## src/design/tmc_pkg.sv

```systemverilog
// Shared types, geometry constants and character codes for the text mode console.
// Used by every module of the console and by its checker. No dependencies.
package tmc_pkg;

  // Screen geometry.
  localparam int COLUMNS    = 80;
  localparam int ROWS       = 25;
  localparam int TAB_STOP   = 8;
  localparam int CELL_COUNT = COLUMNS * ROWS;
  localparam int SCROLL_LEN = (ROWS - 1) * COLUMNS;

  // Field widths fixed by the interface.
  localparam int OP_W   = 2;
  localparam int CHAR_W = 8;
  localparam int LOC_W  = 11;
  localparam int COL_W  = 7;
  localparam int ROW_W  = 5;
  localparam int CELL_W = 16;
  localparam int ATTR_W = 8;

  // Cell address width and the address constants used by the sweeps.
  localparam int CELL_AW = $clog2(CELL_COUNT);
  localparam logic [CELL_AW-1:0] COLS_A       = CELL_AW'(COLUMNS);
  localparam logic [CELL_AW-1:0] SCROLL_LEN_A = CELL_AW'(SCROLL_LEN);
  localparam logic [CELL_AW-1:0] LAST_CELL_A  = CELL_AW'(CELL_COUNT - 1);

  localparam logic [ATTR_W-1:0] ATTR_RESET = 8'h0F;

  // Character codes.
  localparam logic [CHAR_W-1:0] CH_BS       = 8'h08;
  localparam logic [CHAR_W-1:0] CH_TAB      = 8'h09;
  localparam logic [CHAR_W-1:0] CH_LF       = 8'h0A;
  localparam logic [CHAR_W-1:0] CH_CR       = 8'h0D;
  localparam logic [CHAR_W-1:0] CH_BLANK    = 8'h20;
  localparam logic [CHAR_W-1:0] CH_PRINT_LO = 8'h20;
  localparam logic [CHAR_W-1:0] CH_PRINT_HI = 8'h7F;

  // Operation codes on the input channel.
  localparam logic [OP_W-1:0] OP_PUT   = 2'd0;
  localparam logic [OP_W-1:0] OP_CLEAR = 2'd1;
  localparam logic [OP_W-1:0] OP_READ  = 2'd2;

  // Command kinds after classification.
  typedef enum logic [2:0] {
    K_PRINT = 3'd0,
    K_BS    = 3'd1,
    K_TAB   = 3'd2,
    K_CR    = 3'd3,
    K_LF    = 3'd4,
    K_NOP   = 3'd5,
    K_CLEAR = 3'd6,
    K_READ  = 3'd7
  } kind_t;

  typedef struct packed {
    logic [OP_W-1:0]   operation;
    logic [CHAR_W-1:0] character;
    logic [LOC_W-1:0]  cell_index;
  } in_item_t;

  typedef struct packed {
    logic [LOC_W-1:0]  cursor_location;
    logic [COL_W-1:0]  cursor_column;
    logic [ROW_W-1:0]  cursor_row;
    logic [CELL_W-1:0] cell_value;
  } out_item_t;

  typedef struct packed {
    kind_t              kind;
    logic [CHAR_W-1:0]  character;
    logic [CELL_AW-1:0] addr;
    logic               in_range;
  } cmd_t;

endpackage

```

## src/design/tmc_outq.sv

```systemverilog
// Two-entry result queue of the text mode console, feeding the output channel.
// Depends on tmc_pkg.
module tmc_outq import tmc_pkg::*; (
  input  logic      clk,
  input  logic      rst,
  input  logic      res_push,
  input  out_item_t res,
  output logic      res_full,
  output logic      empty,
  input  logic      pop,
  output out_item_t result
);

  out_item_t  q [2];
  logic       wr_ptr;
  logic       rd_ptr;
  logic [1:0] count;
  logic       do_push;
  logic       do_pop;

  assign res_full = (count == 2'd2);
  assign empty    = (count == 2'd0);
  assign result   = q[rd_ptr];
  assign do_push  = res_push && !res_full;
  assign do_pop   = pop && !empty;

  always_ff @(posedge clk) begin
    if (do_push) begin
      q[wr_ptr] <= res;
    end
  end

  always_ff @(posedge clk) begin
    if (rst) begin
      wr_ptr <= 1'b0;
      rd_ptr <= 1'b0;
      count  <= 2'd0;
    end else begin
      if (do_push) begin
        wr_ptr <= !wr_ptr;
      end
      if (do_pop) begin
        rd_ptr <= !rd_ptr;
      end
      count <= count + 2'(do_push) - 2'(do_pop);
    end
  end

endmodule

```

## config.mk

```make
export PLATFORM = sky130hd
export DESIGN_NAME = tmc_outq
export DESIGN_NICKNAME = d
export VERILOG_FILES = /design/src/design/tmc_pkg.sv /design/src/design/tmc_outq.sv
export SDC_FILE = /design/constraint.sdc
export NUM_CORES = 1
export LEC_CHECK = 0
export ABC_AREA = 1
export BUFFER_PORTS_ARGS = -buffer_cell sky130_fd_sc_hd__clkbuf_2
export CAP_MARGIN = 15
export CORE_ASPECT_RATIO = 1.25
export CORE_MARGIN = 2
export CORE_UTILIZATION = 49
export CTS_BUF_LIST = sky130_fd_sc_hd__clkbuf_8
export DETAILED_ROUTE_END_ITERATION = 8
export GPL_ROUTABILITY_DRIVEN = 0
export PLACE_DENSITY = 0.82
export RECOVER_POWER = 100
export SLEW_MARGIN = 20
export SYNTH_ARGS = -nofsm -noshare
export SYNTH_HDL_FRONTEND = slang
export SYNTH_SLANG_ARGS = --single-unit
```

## constraint.sdc

```tcl
create_clock -name clk -period 2.5 [get_ports clk]
set_input_delay 0.25 -clock clk [delete_from_list [all_inputs] [get_ports clk]]
set_output_delay 0.25 -clock clk [all_outputs]
set_load 0.01 [all_outputs]
```

**Word level (Yosys, flattened, before mapping)**

Memories as Yosys holds them, arrays and structs flattened. A register that Yosys moved wholly into a read port is not among the register bits.
Cells that the tools add are included.

- Bits in registers: 4
- Memory bits (writable): 78
- Bits of input ports: 43
- Output and inout port bits: 41
- Word-level logic and storage cells: 18
- Memories kept: 1

- $add $sub $neg: 2
- Equal/unequal tests: 1
- Multiplexer cells: 4
- Reductions and logical operators: 7

Memories:

| memory | words | bits a word | read ports | clocked after memory_dff | write ports | RTL line | RTL |
|---|---|---|---|---|---|---|---|
| q | 2 | 39 | 1 | 1 | 1 | tmc_outq.sv:14 | `out_item_t q [2];` |

Operators by type and width:

| kind | count |
|---|---|
| $logic_not A1 Y1 | 4 |
| $mux W1 | 4 |
| $add A2 B1 Y2 | 1 |
| $eq A2 B2 Y1 const B | 1 |
| $logic_and A1 B1 Y1 | 2 |
| $logic_not A2 Y1 | 1 |
| $sub A2 B1 Y2 | 1 |

**Depth between registers and ports, before layout**

- Depth in word-level cells: 5
- Depth in mapped cells: 11
- Gate-level depth less buffers: 11

**Worst setup path after synthesis**

OpenSTA, ideal clock, no wires.

- Path type: register to register
- Start: register count[0]
- End: memory q[0][0] (netlist name) (enable)
- Setup time: 0.435 ns
- Data arrival time: 2.203 ns
- Required time: 2.065 ns
- Setup slack: -0.138 ns
- Cell stages (with the launch flop): 5
- Buffers on the path: 0
- Period minus slack after synthesis: 2.638 ns
- Cell sequence: dfxtp_1 > inv_1 > nand2_1 > nand2_1 > nor2_1

- Longest elaborated chain between the ends: 5

RTL lines:

| what | RTL line | RTL |
|---|---|---|
| start, declared | tmc_outq.sv:17 | `logic [1:0] count;` |
| start signal, assigned | tmc_outq.sv:45 | `count <= count + 2'(do_push) - 2'(do_pop);` |
| $eq A2 B2 Y1 | tmc_outq.sv:21 | `assign res_full = (count == 2'd2);` |
| $logic_not A1 Y1 | tmc_outq.sv:24 | `assign do_push = res_push && !res_full;` |
| $logic_and A1 B1 Y1 | tmc_outq.sv:24 |  |
| $mux W1 | tmc_outq.sv:28 | `if (do_push) begin` |
| $mux W1 (not written as such) | tmc_outq.sv:29 | `q[wr_ptr] <= res;` |
| end, declared | tmc_outq.sv:14 |  |

No other way between the ends.

**Worst setup path after layout**

- Start: register count[0]
- End: memory q[1][9] (netlist name) (enable)

Same word-level chain as after synthesis.

==> flow_summary.yaml <==
drt:
  wl_per_cell_um: 15.1
  routed_wl_mm: 5.18
  vias: 1651
  drcViolationCount: 0
  antenna_left: 0
  drtIter0Drc: 82
  avgViaCountPerCell: 4.80
  firstDrtPassIters: 4
clocking:
  post-cts-setup-buffers: 0
  cts-root-buf: "clkbuf_8"
  cts-buffers-inserted: 9
  clkLatencyLatePin_ns: 0.34
  cts.sinks: 83
  h-tree-depth: 3
  cts_buffer_depth: 2
  clkTransAtPathRegs_ns: 0.07
  cts.repair.resized: 0
  cts_tree: "built"
  ctsHoldBuffers: 0
yosys:
  synth_top_family_by_area: "multiplexers"
  ys_warn_count: 0
  synth.area.mux_share: 0.153
  synth_xor_area_frac: 0
  syn-mean-instance-area_um2: 19.4
  netlist.area_leader.share: 0.753
  synth-seq-area-share: 0.785
  yosysUniqueCellTypes: 13
  synth_area_leaders: "edfxtp_1, mux2_2, mux2_4"
  synthSimpleGateAreaFrac: 0.0253
  synth_top_area_cell: "edfxtp_1"
  synth-seq-cells: 83
  synthesis.area_mm2: 0.00311
  synthAdderAreaFrac: 0.00804
  syn_inst: 160
  synth_fp_nets: 205
  synth-compound-area-share: 0.00322
grt:
  grtUsageTotal: 0.158
  grt-ovfl-total: 0
  antenna_found_initial: 0
  grt_pass1_wl_mm: 7.68
  grt_pass1_vias: 1610
  grt_max_degree: 40
power_and_ir_drop:
  power_w: 0.00352
  cellLeakagePower_nw: 1.28
  powerDensity_mw_per_mm2: 949
  ir_worst_vdd_mv: 0.565
run_status:
  outcome: "finished, final reports clean"
setup_path:
  critPathKind: "register to register"
  critPathArrivalTime_ns: 1.99
  required_ns: 2.46
  crit_path_end_kind: "register"
  cp-start-kind: "register"
  critPathMaxFanout: 16
timing:
  drv_slew: 0
  whs_ns: 0.0774
  period_needed_ns: 2.03
  rsz0062_at_grt: "no"
  timing.fmax_mhz: 492
  finalCritPeriodShare: 0.813
  setup_violations: 0
  tightest_slew_ns: 1.04
  final_hold_viol_count: 0
  finalClockSkew_ns: 0.00930
  tns_ns: 0
  setup_ws_ns: 0.468
  slew_headroom: 0.306
cells_and_area:
  fillerInstances: 538
  antenna_cells: 0
  fin_nets: 299
  synthToLayoutAreaGrowth_pct: 19.1
  seqCellArea_mm2: 0.00244
  drive_gt1_frac: 0.266
  instances_no_fill: 344
  multi_input_area_um2: 598
placed_design:
  dpl.hpwl_mm: 3.55
  portBuffers: 83
  dp_cells: 328
  pre_cts_slack_ns: 0.824
flow_run:
  maxCapViolCount: 0
floorplan:
  num_rows: 32
  initial_utilization: 0.505
  die_w_um: 75.3
  die-area_mm2: 0.00701
  core_mm2: 0.00617
  ios: 84
  die_y_um: 93.1
worst_hold_path:
  hp-class: "input pin to register"
-- stage by stage --
| step | utilization | area [µm²] |
|---|---|---|
| 2_1_floorplan | - | 3110 |
| 3_3_place_gp | 0.591 | 3640 |
| 3_5_place_dp | 0.591 | 3640 |
| 4_1_cts | 0.617 | 3800 |
| 5_1_grt | 0.601 | 3710 |
| 6_report | 0.601 | 3710 |
-- cell families (layout without fill, tap and decap cells) --
logic type / Yosys count / count (layout)
fa+ha+maj: 2 / 2
buf+inv: 14 / 113
flops: 83 / 83
mux: 39 / 39
simple gates: 20 / 20
compound gates: 2 / 2
-- worst max-delay path: stages (launching register included) --
cell and delay [ns]:
dfxtp_1 0.35, inv_1 0.06, nand2_1 0.11, nand3_1 0.10, clkinv_1 0.28, clkbuf_1 0.75
-- cells in the mapped netlist --
master	n
inv_1	10
ha_1	2
nand2_1	8
mux2_4	10
edfxtp_1	78
a21oi_1	2
buf_8	1
nor2_1	9
buf_6	1
nand3_1	3
mux2_2	29
buf_4	2
dfxtp_1	5
-- power breakdown --
part	total, W	internal, W	switching [W]
logic	0.000875	0.000392	0.000483
clock network	0.000776	0.000345	0.000431
registers	0.00186	0.00177	0.0000938
total	0.00352	0.00251	0.00101
-- state kept, by name (all words and copies together) (netlist names), named ones only --
| register | flops |
|---|---|
| count | 2 |
| rd_ptr | 1 |
| wr_ptr | 1 |
| q | 78 |
-- final cells by class --
| class | instances | share of cell area |
|---|---|---|
| Clock buffer | 9 | 0.0334 |
| Clock inverter | 7 | 0.00945 |
| Inverter | 10 | 0.0101 |
| Multi-Input combinational cell | 63 | 0.161 |
| Sequential cell | 83 | 0.659 |
| Tap cell | 85 | 0.0287 |
| Timing Repair Buffer | 87 | 0.0976 |
-- path summary, 6_finish.rpt --
check	from	to	slack, ns	depth (start not counted)
setup / recovery	count[0]	q[1][9]	0.47	5
setup reg to reg	count[0]	q[1][9]	0.47	5
hold reg to reg	rd_ptr	rd_ptr	0.53	2
hold / removal	rst	count[0]	0.08	2
-- cells in the final DEF (no fill, tap or decap) --
cell type | netlist | final
mux2_2 | 29 | 29
a21oi_1 | 2 | 2
clkbuf_8 | 0 | 9
clkinv_1 | 0 | 5
edfxtp_1 | 78 | 78
clkbuf_1 | 0 | 71
mux2_4 | 10 | 10
nand3_1 | 3 | 3
clkinv_2 | 0 | 1
dfxtp_1 | 5 | 4
nand2_1 | 8 | 8
clkbuf_2 | 0 | 15
buf_12 | 0 | 1
ha_1 | 2 | 2
clkinvlp_4 | 0 | 2
dfxtp_2 | 0 | 1
nor2_1 | 9 | 8
nor2_4 | 0 | 1
inv_1 | 10 | 9
-- per-layer routing --
metal / vias up / track usage / share of wire
met2: 57 / 0.270 / 0.55
met4: 0 / 0.101 / 0.018
li1: 786 / - / -
met3: 7 / 0.0291 / 0.045
met1: 801 / 0.175 / 0.38
met5: - / 0 / 0
Power figures use the tool's default switching activity.
