===== config.mk =====
export PLATFORM = sky130hd
export DESIGN_NAME = tmc_front
export DESIGN_NICKNAME = d
export VERILOG_FILES = /design/src/design/tmc_pkg.sv /design/src/design/tmc_front.sv
export SDC_FILE = /design/constraint.sdc
export NUM_CORES = 1
export LEC_CHECK = 0
export BUFFER_PORTS_ARGS = -buffer_cell sky130_fd_sc_hd__buf_2
export CORE_MARGIN = 5
export CORE_UTILIZATION = 52
export DETAILED_ROUTE_END_ITERATION = 7
export GPL_ROUTABILITY_DRIVEN = 0
export PLACE_DENSITY_LB_ADDON = 0.05
export SLEW_MARGIN = 20
export SYNTH_ARGS = -nofsm -noshare
export SYNTH_HDL_FRONTEND = slang
export SYNTH_SLANG_ARGS = --single-unit

===== constraint.sdc =====
create_clock -name clk -period 2.3 [get_ports clk]
set_clock_uncertainty 0.1 [all_clocks]
set_input_delay 0 -clock clk [delete_from_list [all_inputs] [get_ports clk]]
set_output_delay 0 -clock clk [all_outputs]
set_load 0.02 [all_outputs]

===== src/design/tmc_pkg.sv =====
// Shared types, geometry constants and character codes for the text mode console.
// Used by every module of the console and by its checker. No dependencies.
package tmc_pkg;

  // Screen geometry.
  localparam int COLUMNS    = 80;
  localparam int ROWS       = 25;
  localparam int TAB_STOP   = 8;
  localparam int CELL_COUNT = COLUMNS * ROWS;
  localparam int SCROLL_LEN = (ROWS - 1) * COLUMNS;

  // Field widths fixed by the interface.
  localparam int OP_W   = 2;
  localparam int CHAR_W = 8;
  localparam int LOC_W  = 11;
  localparam int COL_W  = 7;
  localparam int ROW_W  = 5;
  localparam int CELL_W = 16;
  localparam int ATTR_W = 8;

  // Cell address width and the address constants used by the sweeps.
  localparam int CELL_AW = $clog2(CELL_COUNT);
  localparam logic [CELL_AW-1:0] COLS_A       = CELL_AW'(COLUMNS);
  localparam logic [CELL_AW-1:0] SCROLL_LEN_A = CELL_AW'(SCROLL_LEN);
  localparam logic [CELL_AW-1:0] LAST_CELL_A  = CELL_AW'(CELL_COUNT - 1);

  localparam logic [ATTR_W-1:0] ATTR_RESET = 8'h0F;

  // Character codes.
  localparam logic [CHAR_W-1:0] CH_BS       = 8'h08;
  localparam logic [CHAR_W-1:0] CH_TAB      = 8'h09;
  localparam logic [CHAR_W-1:0] CH_LF       = 8'h0A;
  localparam logic [CHAR_W-1:0] CH_CR       = 8'h0D;
  localparam logic [CHAR_W-1:0] CH_BLANK    = 8'h20;
  localparam logic [CHAR_W-1:0] CH_PRINT_LO = 8'h20;
  localparam logic [CHAR_W-1:0] CH_PRINT_HI = 8'h7F;

  // Operation codes on the input channel.
  localparam logic [OP_W-1:0] OP_PUT   = 2'd0;
  localparam logic [OP_W-1:0] OP_CLEAR = 2'd1;
  localparam logic [OP_W-1:0] OP_READ  = 2'd2;

  // Command kinds after classification.
  typedef enum logic [2:0] {
    K_PRINT = 3'd0,
    K_BS    = 3'd1,
    K_TAB   = 3'd2,
    K_CR    = 3'd3,
    K_LF    = 3'd4,
    K_NOP   = 3'd5,
    K_CLEAR = 3'd6,
    K_READ  = 3'd7
  } kind_t;

  typedef struct packed {
    logic [OP_W-1:0]   operation;
    logic [CHAR_W-1:0] character;
    logic [LOC_W-1:0]  cell_index;
  } in_item_t;

  typedef struct packed {
    logic [LOC_W-1:0]  cursor_location;
    logic [COL_W-1:0]  cursor_column;
    logic [ROW_W-1:0]  cursor_row;
    logic [CELL_W-1:0] cell_value;
  } out_item_t;

  typedef struct packed {
    kind_t              kind;
    logic [CHAR_W-1:0]  character;
    logic [CELL_AW-1:0] addr;
    logic               in_range;
  } cmd_t;

endpackage


===== src/design/tmc_front.sv =====
// Front end of the text mode console: classifies input transactions into commands
// and holds them in a two-entry command queue. Depends on tmc_pkg.
module tmc_front import tmc_pkg::*; (
  input  logic     clk,
  input  logic     rst,
  input  logic     push,
  output logic     full,
  input  in_item_t item,
  output logic     cmd_empty,
  output cmd_t     cmd,
  input  logic     cmd_pop
);

  cmd_t       q [2];
  logic       wr_ptr;
  logic       rd_ptr;
  logic [1:0] count;
  cmd_t       cls;
  logic       do_push;
  logic       do_pop;

  always_comb begin
    cls.kind      = K_NOP;
    cls.character = item.character;
    cls.addr      = item.cell_index[CELL_AW-1:0];
    cls.in_range  = (item.cell_index < LOC_W'(CELL_COUNT));
    case (item.operation)
      OP_PUT: begin
        if (item.character inside {[CH_PRINT_LO:CH_PRINT_HI]}) begin
          cls.kind = K_PRINT;
        end else begin
          case (item.character)
            CH_BS:   cls.kind = K_BS;
            CH_TAB:  cls.kind = K_TAB;
            CH_CR:   cls.kind = K_CR;
            CH_LF:   cls.kind = K_LF;
            default: cls.kind = K_NOP;
          endcase
        end
      end
      OP_CLEAR: cls.kind = K_CLEAR;
      OP_READ:  cls.kind = K_READ;
      default:  cls.kind = K_NOP;
    endcase
  end

  assign full      = (count == 2'd2);
  assign cmd_empty = (count == 2'd0);
  assign cmd       = q[rd_ptr];
  assign do_push   = push && !full;
  assign do_pop    = cmd_pop && !cmd_empty;

  always_ff @(posedge clk) begin
    if (do_push) begin
      q[wr_ptr] <= cls;
    end
  end

  always_ff @(posedge clk) begin
    if (rst) begin
      wr_ptr <= 1'b0;
      rd_ptr <= 1'b0;
      count  <= 2'd0;
    end else begin
      if (do_push) begin
        wr_ptr <= !wr_ptr;
      end
      if (do_pop) begin
        rd_ptr <= !rd_ptr;
      end
      count <= count + 2'(do_push) - 2'(do_pop);
    end
  end

endmodule


### Yosys cells after proc, flatten, opt, wreduce, memory -nomap -nowiden

Memory sizes are Yosys's and may differ from the RTL's. A register that Yosys moved wholly into a read port is not among the register bits.
Index checks and enable logic that the tools add are counted.

| cells by class | value |
|---|---|
| $add $sub $neg | 2 |
| magnitude comparators | 3 |
| equality and inequality tests | 7 |
| multiplexer cells | 7 |
| reduce and logical (&&, ||, !) cells | 9 |

Operator list:

| kind | number |
|---|---|
| 8-bit by 4-bit equality test with 1-bit output (second input constant) | 4 |
| 3-bit case mux with 4 select lines | 1 |
| 11-bit less-than comparator (second input constant) | 1 |
| 3-bit case mux with 3 select lines | 1 |
| 8-bit by 6-bit greater-or-equal comparator with 1-bit output (second input constant) | 1 |
| 8-bit by 7-bit <= comparator with 1-bit output (second input constant) | 1 |
| 2-bit equality test (second input constant) | 2 |
| 1-bit logical NOT | 4 |
| 2-bit logical NOT | 2 |
| 1-bit two-way mux | 4 |
| 1-bit logical AND | 3 |
| 3-bit two-way mux | 1 |
| 2-bit by 1-bit adder with 2-bit output | 1 |
| 2-bit by 1-bit equality test with 1-bit output (second input constant) | 1 |
| 2-bit by 1-bit subtractor with 2-bit output | 1 |

| storage, ports and cells | value |
|---|---|
| flip-flop bits (word level) | 4 |
| bits in writable memories | 46 |
| input port bits | 25 |
| logic and storage cells | 32 |
| memories kept | 1 |

Memory list:

| memory | depth | width | rd ports | clocked after Yosys merged registers in | wr ports | line | text |
|---|---|---|---|---|---|---|---|
| q | 2 | 23 | 1 | 1 | 1 | tmc_front.sv:14 | `cmd_t q [2];` |

### Longest topological paths before layout

Gate-level depths: netlist (run 1).

| logic depth | value |
|---|---|
| word-level depth | 5 |
| mapped depth | 8 |
| gate-level depth less buffers | 8 |

### Least setup slack after synthesis (run 1)

No wires, ideal clock.

| timing path | value |
|---|---|
| path type | flip-flop to flip-flop |
| from | reg count[0] |
| to | mem q[0][0] (netlist bit), enable pin |
| arrival | 1.409 ns |
| data required time | 1.822 ns |
| setup slack | 0.414 ns |
| stages on the path, launching flop included | 5 |
| path buffers | 0 |
| period minus slack after synthesis | 1.886 ns |
| cell sequence | dfxtp_1 nand2b_1 inv_1 or3_1 inv_1 |

| on the way | value |
|---|---|
| word-level cells in the longest chain between the ends | 5 |

Ends and longest elaborated chain:

| element | line | text |
|---|---|---|
| from (decl) | tmc_front.sv:17 | `logic [1:0] count;` |
| from (signal assigned) | tmc_front.sv:71 | `count <= count + 2'(do_push) - 2'(do_pop);` |
| 2-bit equality test | tmc_front.sv:47 | `assign full = (count == 2'd2);` |
| net full | tmc_front.sv:7 | `output logic full,` |
| 1-bit logical NOT | tmc_front.sv:50 | `assign do_push = push && !full;` |
| 1-bit logical AND | tmc_front.sv:50 |  |
| 1-bit two-way mux | tmc_front.sv:54 | `if (do_push) begin` |
| 1-bit two-way mux (implied by the code) | tmc_front.sv:55 | `q[wr_ptr] <= cls;` |
| to (decl) | tmc_front.sv:14 |  |

The timed path passes the listed nets, and every way through them passes these cells.

### Worst setup path after layout (run 1)

| timing path | value |
|---|---|
| from | reg count[0] |
| to | reg wr_ptr |

| on the way | value |
|---|---|
| word-level cells in the longest chain between the ends | 3 |

Ends and longest elaborated chain:

| element | line | text |
|---|---|---|
| 2-bit equality test | tmc_front.sv:47 |  |
| 1-bit logical NOT | tmc_front.sv:50 |  |
| 1-bit logical AND | tmc_front.sv:50 |  |
| to (signal assigned) | tmc_front.sv:66 | `wr_ptr <= !wr_ptr;` |
| to (decl) | tmc_front.sv:15 | `logic wr_ptr;` |

Every way passes these cells.
A chain may end at the register's enable or synchronous reset.

==> results of run 1 <==
## state kept, by name, indices dropped and copies added (netlist names), named ones only
name    cells
q          46
rd_ptr      1
count       2
wr_ptr      1
## per-stage QoR
step / hold WS, ns / worst slack, ns
after floorplan: -0.03093 / 0.4137
after global placement: 0.09537 / 0.7185
after detailed placement: 0.09891 / 0.6097
after CTS: 0.02938 / 0.5385
after global routing: 0.07060 / 0.4197
final: 0.03754 / 0.5291
## Yosys cell counts, drive strengths merged
library cell,number,area (um^2)
and2,1,6.260
nand2b,1,6.260
nand2,2,7.510
xnor2,2,17.52
mux2,23,259.0
o31ai,1,7.510
o21a,1,7.510
or4b,1,13.76
nor4,3,25.02
o21ai,3,15.01
nor3,1,5.000
nor2b,2,12.51
buf,2,10.01
nor2,6,22.52
o2111ai,1,8.760
a21oi,2,10.01
or3,1,6.260
dfxtp,5,100.1
inv,6,22.52
o21ba,1,10.01
and3,2,12.51
xor2,1,8.760
edfxtp,46,1381
ha,4,50.05
## worst max-delay path: stages, from the launching register on
cell and delay, ns:
dfxtp_1 0.38, nand2b_1 0.17, inv_1 0.06, or3_1 0.33, a21oi_1 0.13, dlygate4sd3_1 0.55
## repair_timing
item                                   in CTS  in global routing
endpoints found under the hold margin      47                  0
setup buffers                               0                  0
setup endpoints to repair                   0                  0
hold buffers                               22                  0
resized for setup                           0                  0
## logic make-up after synthesis
group / after synthesis / share of synthesized area, %
multiplexers: 23 / 12.79
buffers and inverters: 8 / 1.606
XOR/XNOR: 3 / 1.297
adder cells (fa/ha/maj): 4 / 2.471
AND/OR/NAND/NOR: 20 / 5.806
flip-flops: 51 / 73.13
AO/OA/AOI/OAI: 9 / 2.903
## final timing paths
check / end / slack [ns] / depth (start not counted) / startpoint
setup / recovery: wr_ptr$_SDFFE_PP0P_ / 0.53 / 5 / count[0]$_SDFF_PP0_
hold / removal: flop / 0.04 / 4 / cmd_pop
setup reg to reg: wr_ptr$_SDFFE_PP0P_ / 0.53 / 5 / count[0]$_SDFF_PP0_
hold reg to reg: flop / 0.44 / 2 / rd_ptr$_SDFFE_PP0P_
## power groups by stage
stage / clock network [mW] / logic (mW) / registers, mW
finish: 0.466 / 0.889 / 1.23
global route: 0.527 / 0.965 / 1.24
CTS: 0.490 / 0.905 / 1.23
detailed placement: 0 / 0.868 / 1.25
global placement: 0 / 0.852 / 1.24
floorplan: 0 / 0.593 / 1.24
## layout make-up
| class | count | area (um^2) | area share (%) |
|---|---|---|---|
| flip-flops and latches | 51 | 1481 | 55.85 |
| well taps | 48 | 60.06 | 2.264 |
| inverters | 6 | 22.52 | 0.8491 |
| repair buffers | 75 | 495.5 | 18.68 |
| multi-input cells | 59 | 511.7 | 19.29 |
| clock buffers | 7 | 76.32 | 2.877 |
| clock inverters | 1 | 5.005 | 0.1887 |
## metal layers
metal  vias up  wire length (um)
li1        608                 -
met5         -                 0
met4         0                56
met2        31              1857
met1       577              1542
met3         7               177
==> metrics.csv, run 1 <==
metric,value,unit
synth_fp_nets,147,
final_area,2653,um^2
start_kind,flop,
p_switching,0.8122,mW
arrival,1.90,ns
rows,22,
tns,0,ns
setup_violations,0,
ys_types,25,
area_growth,30.94,%
cp_max_fo,4,
leakagePower,1.039,nW
power.density,975.3,nW/um^2
post_dp_cell_area,2351,um^2
synth_area,2026,um^2
clockPowerShare,18.0,%
wl,3634,um
slew_violations,0,
ant_nets,0,
io_pins,50,
grt_max_degree,24,
port_buffers,49,
vias,1223,
die_area,5244,um^2
numCtsBuffers,5,
final_hold_viol_count,0,
combPwrFrac,34.4,%
maxCapViolCount,0,
final_cell_mix,"buf_2, edfxtp_1, mux2_2",
cts.clk_slew.worst_paths,0.08,ns
diodes,0,
root_buffer,clkbuf_8,
crit_path_end_kind,flop,
dr.pass1.iters,3,
sequentialPowerShare,47.6,%
top_usage_layer,met2,
htreeDepth,2,
clock-sinks,51,
grt_antenna_before_repair,0,
post_drt_wl_per_cell,14.71,um
grt_overflow_total,0,
drive_gt1_share,42.21,%
stdcell_count,247,
clock_latency,0.29,ns
power,2.587,mW
rsz0062_at_grt,no,
ys_ff_latch,51,
yosysWarningCount,0,
p_int,1.775,mW
avgSynthCellArea,17.17,um^2
switching_share,31.39,%
grt_pass1_wl,6003,um
coreArea,3716,um^2
fmax,564.7,MHz
final_core_util,71.38,%
dp_hpwl,2469,um
die_w,72.42,um
initial_core_util,54.51,%
ys_seq_area_share,73.13,%
syn_inst,118,
period_minus_slack,1.771,ns
drc,0,
worst_ir_drop_vdd,0.5545,mV
use_met1,18.72,%
period_share,77.00,%
worst_pin_slew,0.3387,ns
status,"finished, final reports clean",
viasPerCell,4.951,
maxSlewHeadroom,77.23,%
layout.nets,227,
fillCellCount,270,
cp.required,2.43,ns
grt_pass1_vias,1329,
drt_iter0_drc,28,
gr-usage-all-layers,15.18,%
cts_tree,built,
cts_buffer_depth,2,
path_class,flop to flop,
die_h,72.42,um
grt_use_met3,3.324,%
final_common_cell,buf_2,
globalRouteMet2Util,25.88,%
hold_path_class,primary input to flop,
dp.cells,217,
(Power assumes the default switching activity.)
==> run 2, diff against run 1 <==
CORE_UTILIZATION = 47   (was 52)
clock period = 1.6 ns   (was 2.3 ns; I/O delays follow)
==> metrics.csv, run 2 (synthesis results as in run 1) <==
metric,value,unit,change
initial_core_util,49.57,%,was 54.51%
period_share,101.6,%,was 77.00%
drt_iter0_drc,71,,was 28
area_growth,37.25,%,was 30.94%
io_pins,50,,unchanged
die_area,5723,um^2,was 5244 um^2
reg_top3,"q x46, count x2",,unchanged
largest_register,q,,unchanged
post_drt_wl_per_cell,15.60,um,was 14.71 um
layout.nets,229,,was 227
leakagePower,1.056,nW,was 1.039 nW
drc,0,,unchanged
cts.clk_slew.worst_paths,0.08,ns,about the same
ctsHoldBuffers,20,,was 22
gr-usage-all-layers,14.78,%,was 15.18%
rows,23,,was 22
port_buffers,49,,unchanged
final_hold_viol_count,5,,was 0
finalWorstSetupSlack,-0.02611,ns,was 0.5291 ns
hold_depth,2,,was 4
crit_path_end_kind,flop,,unchanged
grt_antenna_before_repair,0,,unchanged
dr.pass1.iters,4,,was 3
period_minus_slack,1.626,ns,was 1.771 ns
wl,3915,um,was 3634 um
start_kind,flop,,unchanged
final_cell_mix,"buf_2, edfxtp_1, mux2_2",,unchanged
path_class,flop to flop,,unchanged
clock-sinks,51,,unchanged
slew_violations,0,,unchanged
final_area,2780,um^2,was 2653 um^2
grt_pass1_vias,1310,,"was 1,329"
die_h,75.65,um,was 72.42 um
maxSlewHeadroom,82.30,%,was 77.23%
cp.required,1.72,ns,was 2.43 ns
root_buffer,clkbuf_8,,unchanged
reg2reg_depth,7,,was 5
cp_max_fo,3,,was 4
rr_endpoint,count[1]$_SDFF_PP0_,,was wr_ptr$_SDFFE_PP0P_
numCtsBuffers,5,,unchanged
largest_reg_flops,46,,unchanged
grt_max_degree,24,,unchanged
fmax,615.0,MHz,was 564.7 MHz
r2r_setup_slack,-0.03,ns,was 0.53 ns
rsz0062_at_grt,yes,,was no
seq_area,1486,um^2,was 1481 um^2
worst_ir_drop_vdd,1.226,mV,was 0.5545 mV
clock_latency,0.29,ns,about the same
timing.rr.start,count[1]$_SDFF_PP0_,,was count[0]$_SDFF_PP0_
ant_nets,0,,unchanged
holdWs,-0.1641,ns,was 0.03754 ns
status,finished with violations,,"was finished, final reports clean"
power.density,1438,nW/um^2,was 975.3 nW/um^2
maxCapViolCount,0,,unchanged
dp_slack,-0.07588,ns,was 0.6097 ns
post_dp_cell_area,2432,um^2,was 2351 um^2
worst_pin_slew,0.2633,ns,was 0.3387 ns
vias,1256,,"was 1,223"
cts_buffer_depth,2,,unchanged
tns,-0.2854,ns,was 0 ns
htreeDepth,2,,unchanged
grt_pass1_wl,6127,um,was 6003 um
failed_checks,"negative hold slack, negative setup slack",,
drive_gt1_share,52.74,%,was 42.21%
hold_path_class,primary input to flop,,unchanged
dp_hpwl,2718,um,was 2469 um
setup_violations,16,,was 0
coreArea,4086,um^2,was 3716 um^2
fillCellCount,303,,was 270
min_from,rst,,was cmd_pop
arrival,1.74,ns,was 1.90 ns
die_w,75.65,um,was 72.42 um
grt_overflow_total,0,,unchanged
final_common_cell,buf_2,,unchanged
viasPerCell,5.004,,was 4.951
diodes,0,,unchanged
multiInputGateArea,573.1,um^2,was 511.7 um^2
cts_tree,built,,unchanged
hold_end,count[0]$_SDFF_PP0_,,
-- run 2: cell count changes in the layout (fill, tap and decap cells not counted), moves of 2 or more --
cell / previous run / this run
nor4_2: 1 / 3
ha_1: 4 / 2
inv_1: 6 / 3
nor4_1: 2 / 0
clkinvlp_4: 0 / 2
dlygate4sd3_1: 22 / 20
buf_12: 0 / 3
inv_2: 0 / 2
dfxtp_1: 5 / 3
-- run 2: power breakdown --
| part | internal [mW] | total, mW | switching, mW | leakage, nW |
|---|---|---|---|---|
| clock network | 0.306 | 0.707 | 0.401 | 0.0412 |
| registers | 1.71 | 1.78 | 0.0751 | 0.467 |
| logic | 0.702 | 1.51 | 0.805 | 0.548 |
-- run 2: area by class of cell --
cell class              instances  share of cell area (%)
well taps                      50                   2.250
flip-flops and latches         51                   53.47
clock inverters                 2                  0.4500
inverters                       6                  0.9451
repair buffers                 77                   19.67
clock buffers                   6                   2.610
multi-input cells              59                   20.61
-- run 2: layer usage --
layer | GRT usage, % | part of all wire, % | vias to the layer above
met5 | 0 | 0 | -
met4 | 5.243 | 0.82 | 0
met3 | 3.562 | 7.0 | 4
met2 | 27.33 | 54 | 43
met1 | 16.45 | 38 | 597
li1 | - | - | 612
-- run 2: how the worst max path moves through the flow --
stage                     slack (ns)                 from  cells after the start                   to
final                          -0.03  count[1]$_SDFF_PP0_                      7  count[1]$_SDFF_PP0_
after global placement          0.04  count[1]$_SDFF_PP0_                      7  count[1]$_SDFF_PP0_
after CTS                      -0.04  count[1]$_SDFF_PP0_                      7  count[1]$_SDFF_PP0_
after global routing           -0.07  count[1]$_SDFF_PP0_                      7  count[1]$_SDFF_PP0_
after floorplan                 0.02  count[1]$_SDFF_PP0_                      7  count[1]$_SDFF_PP0_
after detailed placement       -0.08  count[1]$_SDFF_PP0_                      7  count[1]$_SDFF_PP0_
-- run 2: through the flow --
step                      power [mW]  utilization [%]  instances  hold WS [ns]
after detailed placement       3.209            59.52        222        0.1022
after floorplan                2.675                -        118      -0.03580
after global routing           4.199            68.03        251       -0.1657
final                          3.998            68.03        251       -0.1641
after global placement         3.155            59.52        222       0.09310
after CTS                      3.981            67.02        250       -0.1709
-- run 2: what timing repair did --
item | 4_1_cts | 5_1_grt
resized for setup | 6 | 7
endpoints found under the setup margin | 1 | 5
pin swaps | 3 | 4
setup buffers | 0 | 1
endpoints found under the hold margin | 47 | 5
-- run 2: critical path: stages, from the launching register on --
cell,delay (ns)
dfxtp_4,0.36
o21a_1,0.21
ha_4,0.27
inv_2,0.03
ha_2,0.17
xor2_2,0.16
and2_4,0.16
nor3_2,0.10
==> run 3, diff against run 2 <==
MAX_ROUTING_LAYER = met4   (was unset)
SLEW_MARGIN = 30   (was 20)
==> metrics.csv, run 3 (synthesis results as in run 1) <==
metric,value,unit,change
status,finished with violations,,unchanged
failed_checks,"negative hold slack, negative setup slack",,unchanged
diodes,0,,unchanged
area_growth,37.25,%,unchanged
port_buffers,49,,unchanged
hold_depth,2,,unchanged
ant_nets,0,,unchanged
drc,0,,unchanged
gr-usage-all-layers,15.32,%,was 14.78%
die_h,75.65,um,unchanged
clockPowerShare,17.7,%,about the same
hold_path_class,primary input to flop,,unchanged
cts.clk_slew.worst_paths,0.08,ns,about the same
timing.rr.start,count[1]$_SDFF_PP0_,,unchanged
dr.pass1.iters,4,,unchanged
top_usage_layer,met2,,unchanged
final_common_cell,buf_2,,unchanged
largest_register,q,,unchanged
cp.required,1.72,ns,about the same
cts_tree,built,,unchanged
slew_violations,0,,unchanged
final_cell_mix,"buf_2, edfxtp_1, mux2_2",,unchanged
rows,23,,unchanged
reg_top3,"q x46, count x2",,unchanged
worst_pin_slew,0.2566,ns,was 0.2633 ns
globalRouteMet2Util,27.42,%,was 27.33%
p_switching,1.283,mW,was 1.281 mW
period_share,101.6,%,about the same
grt_pass1_vias,1322,,"was 1,310"
dp_hpwl,2718,um,unchanged
finalWorstSetupSlack,-0.02609,ns,was -0.02611 ns
period_minus_slack,1.626,ns,about the same
start_kind,flop,,unchanged
combPwrFrac,37.7,%,about the same
final_hold_viol_count,5,,unchanged
clock_latency,0.29,ns,about the same
leakagePower,1.056,nW,unchanged
cp_max_fo,3,,unchanged
drive_gt1_share,52.74,%,unchanged
p_int,2.717,mW,about the same
path_class,flop to flop,,unchanged
numCtsBuffers,5,,unchanged
clock-sinks,51,,unchanged
use_met1,16.54,%,was 16.45%
ctsHoldBuffers,20,,unchanged
min_from,rst,,unchanged
vias,1246,,"was 1,256"
power.density,1439,nW/um^2,was 1438 nW/um^2
drt_iter0_drc,68,,was 71
maxCapViolCount,0,,unchanged
viasPerCell,4.964,,was 5.004
post_drt_wl_per_cell,15.69,um,was 15.60 um
htreeDepth,2,,unchanged
grt_pass1_wl,6106,um,was 6127 um
grt_overflow_total,0,,unchanged
die_w,75.65,um,unchanged
die_area,5723,um^2,unchanged
switching_share,32.07,%,was 32.04%
grt_use_met3,3.694,%,was 3.562%
crit_path_end_kind,flop,,unchanged
fillCellCount,303,,unchanged
grt_max_degree,24,,unchanged
maxSlewHeadroom,82.75,%,was 82.30%
coreArea,4086,um^2,unchanged
wl,3939,um,was 3915 um
holdWs,-0.1692,ns,was -0.1641 ns
tns,-0.3255,ns,was -0.2854 ns
cts_buffer_depth,2,,unchanged
initial_core_util,49.57,%,unchanged
largest_reg_flops,46,,unchanged
fmax,615.0,MHz,about the same
setup.worst_path.start,count[1]$_SDFF_PP0_,,unchanged
sequentialPowerShare,44.6,%,about the same
grt_antenna_before_repair,0,,unchanged
rsz0062_at_grt,yes,,unchanged
layout.nets,229,,unchanged
reg2reg_depth,7,,unchanged
arrival,1.75,ns,was 1.74 ns
worst_ir_drop_vdd,1.227,mV,was 1.226 mV
setup_violations,16,,unchanged
io_pins,50,,unchanged
root_buffer,clkbuf_8,,unchanged
run 3: cell counts in the layout (fill, tap and decap cells not counted):
Identical to the previous run, type by type.
run 3: path summary, 6_finish.rpt:
kind              slack (ns)                  end
hold reg to reg         0.41  wr_ptr$_SDFFE_PP0P_
hold / removal         -0.17  count[0]$_SDFF_PP0_
setup / recovery       -0.03  count[1]$_SDFF_PP0_
setup reg to reg       -0.03  count[1]$_SDFF_PP0_
run 3: power by group through the flow:
stage,Sequential [mW],Combinational [mW],Clock (mW)
after floorplan,1.79,0.881,0
after global placement,1.79,1.36,0
after detailed placement,1.81,1.40,0
after global routing,1.80,1.62,0.779
after CTS,1.78,1.47,0.724
final,1.78,1.51,0.707
run 3: critical path: stages (launching register included):
cell and delay [ns]:
dfxtp_4 0.36, o21a_1 0.21, ha_4 0.27, inv_2 0.03, ha_2 0.17, xor2_2 0.16
and2_4 0.16, nor3_2 0.10
run 3: final cells by class:
| cell class | count | area, um^2 | share of cell area, % |
|---|---|---|---|
| Sequential cell | 51 | 1486 | 53.47 |
| Multi-Input combinational cell | 59 | 573.1 | 20.61 |
| Timing Repair Buffer | 77 | 546.8 | 19.67 |
| Clock buffer | 6 | 72.57 | 2.610 |
| Tap cell | 50 | 62.56 | 2.250 |
| Inverter | 6 | 26.28 | 0.9451 |
| Clock inverter | 2 | 12.51 | 0.4500 |
run 3: metal layers:
layer / wire length [um] / part of all wire [%]
met3: 281 / 7.1
met4: 31 / 0.79
met1: 1521 / 39
met5: 0 / 0
met2: 2105 / 53
run 3: what timing repair did:
item	CTS	global route
pin swaps	3	4
setup endpoints to repair	1	5
resized for setup	6	7
hold endpoints to repair	47	5
buffers inserted	0	1
run 3: metrics by stage:
stage	total power, mW	util [%]	cell area [um^2]	setup WS, ns	instances
after global placement	3.155	59.52	2432	0.03621	222
after CTS	3.981	67.02	2739	-0.04099	250
after detailed placement	3.209	59.52	2432	-0.07588	222
final	4.000	68.03	2780	-0.02609	251
after floorplan	2.675	-	2044	0.01769	118
after global routing	4.201	68.03	2780	-0.07036	251
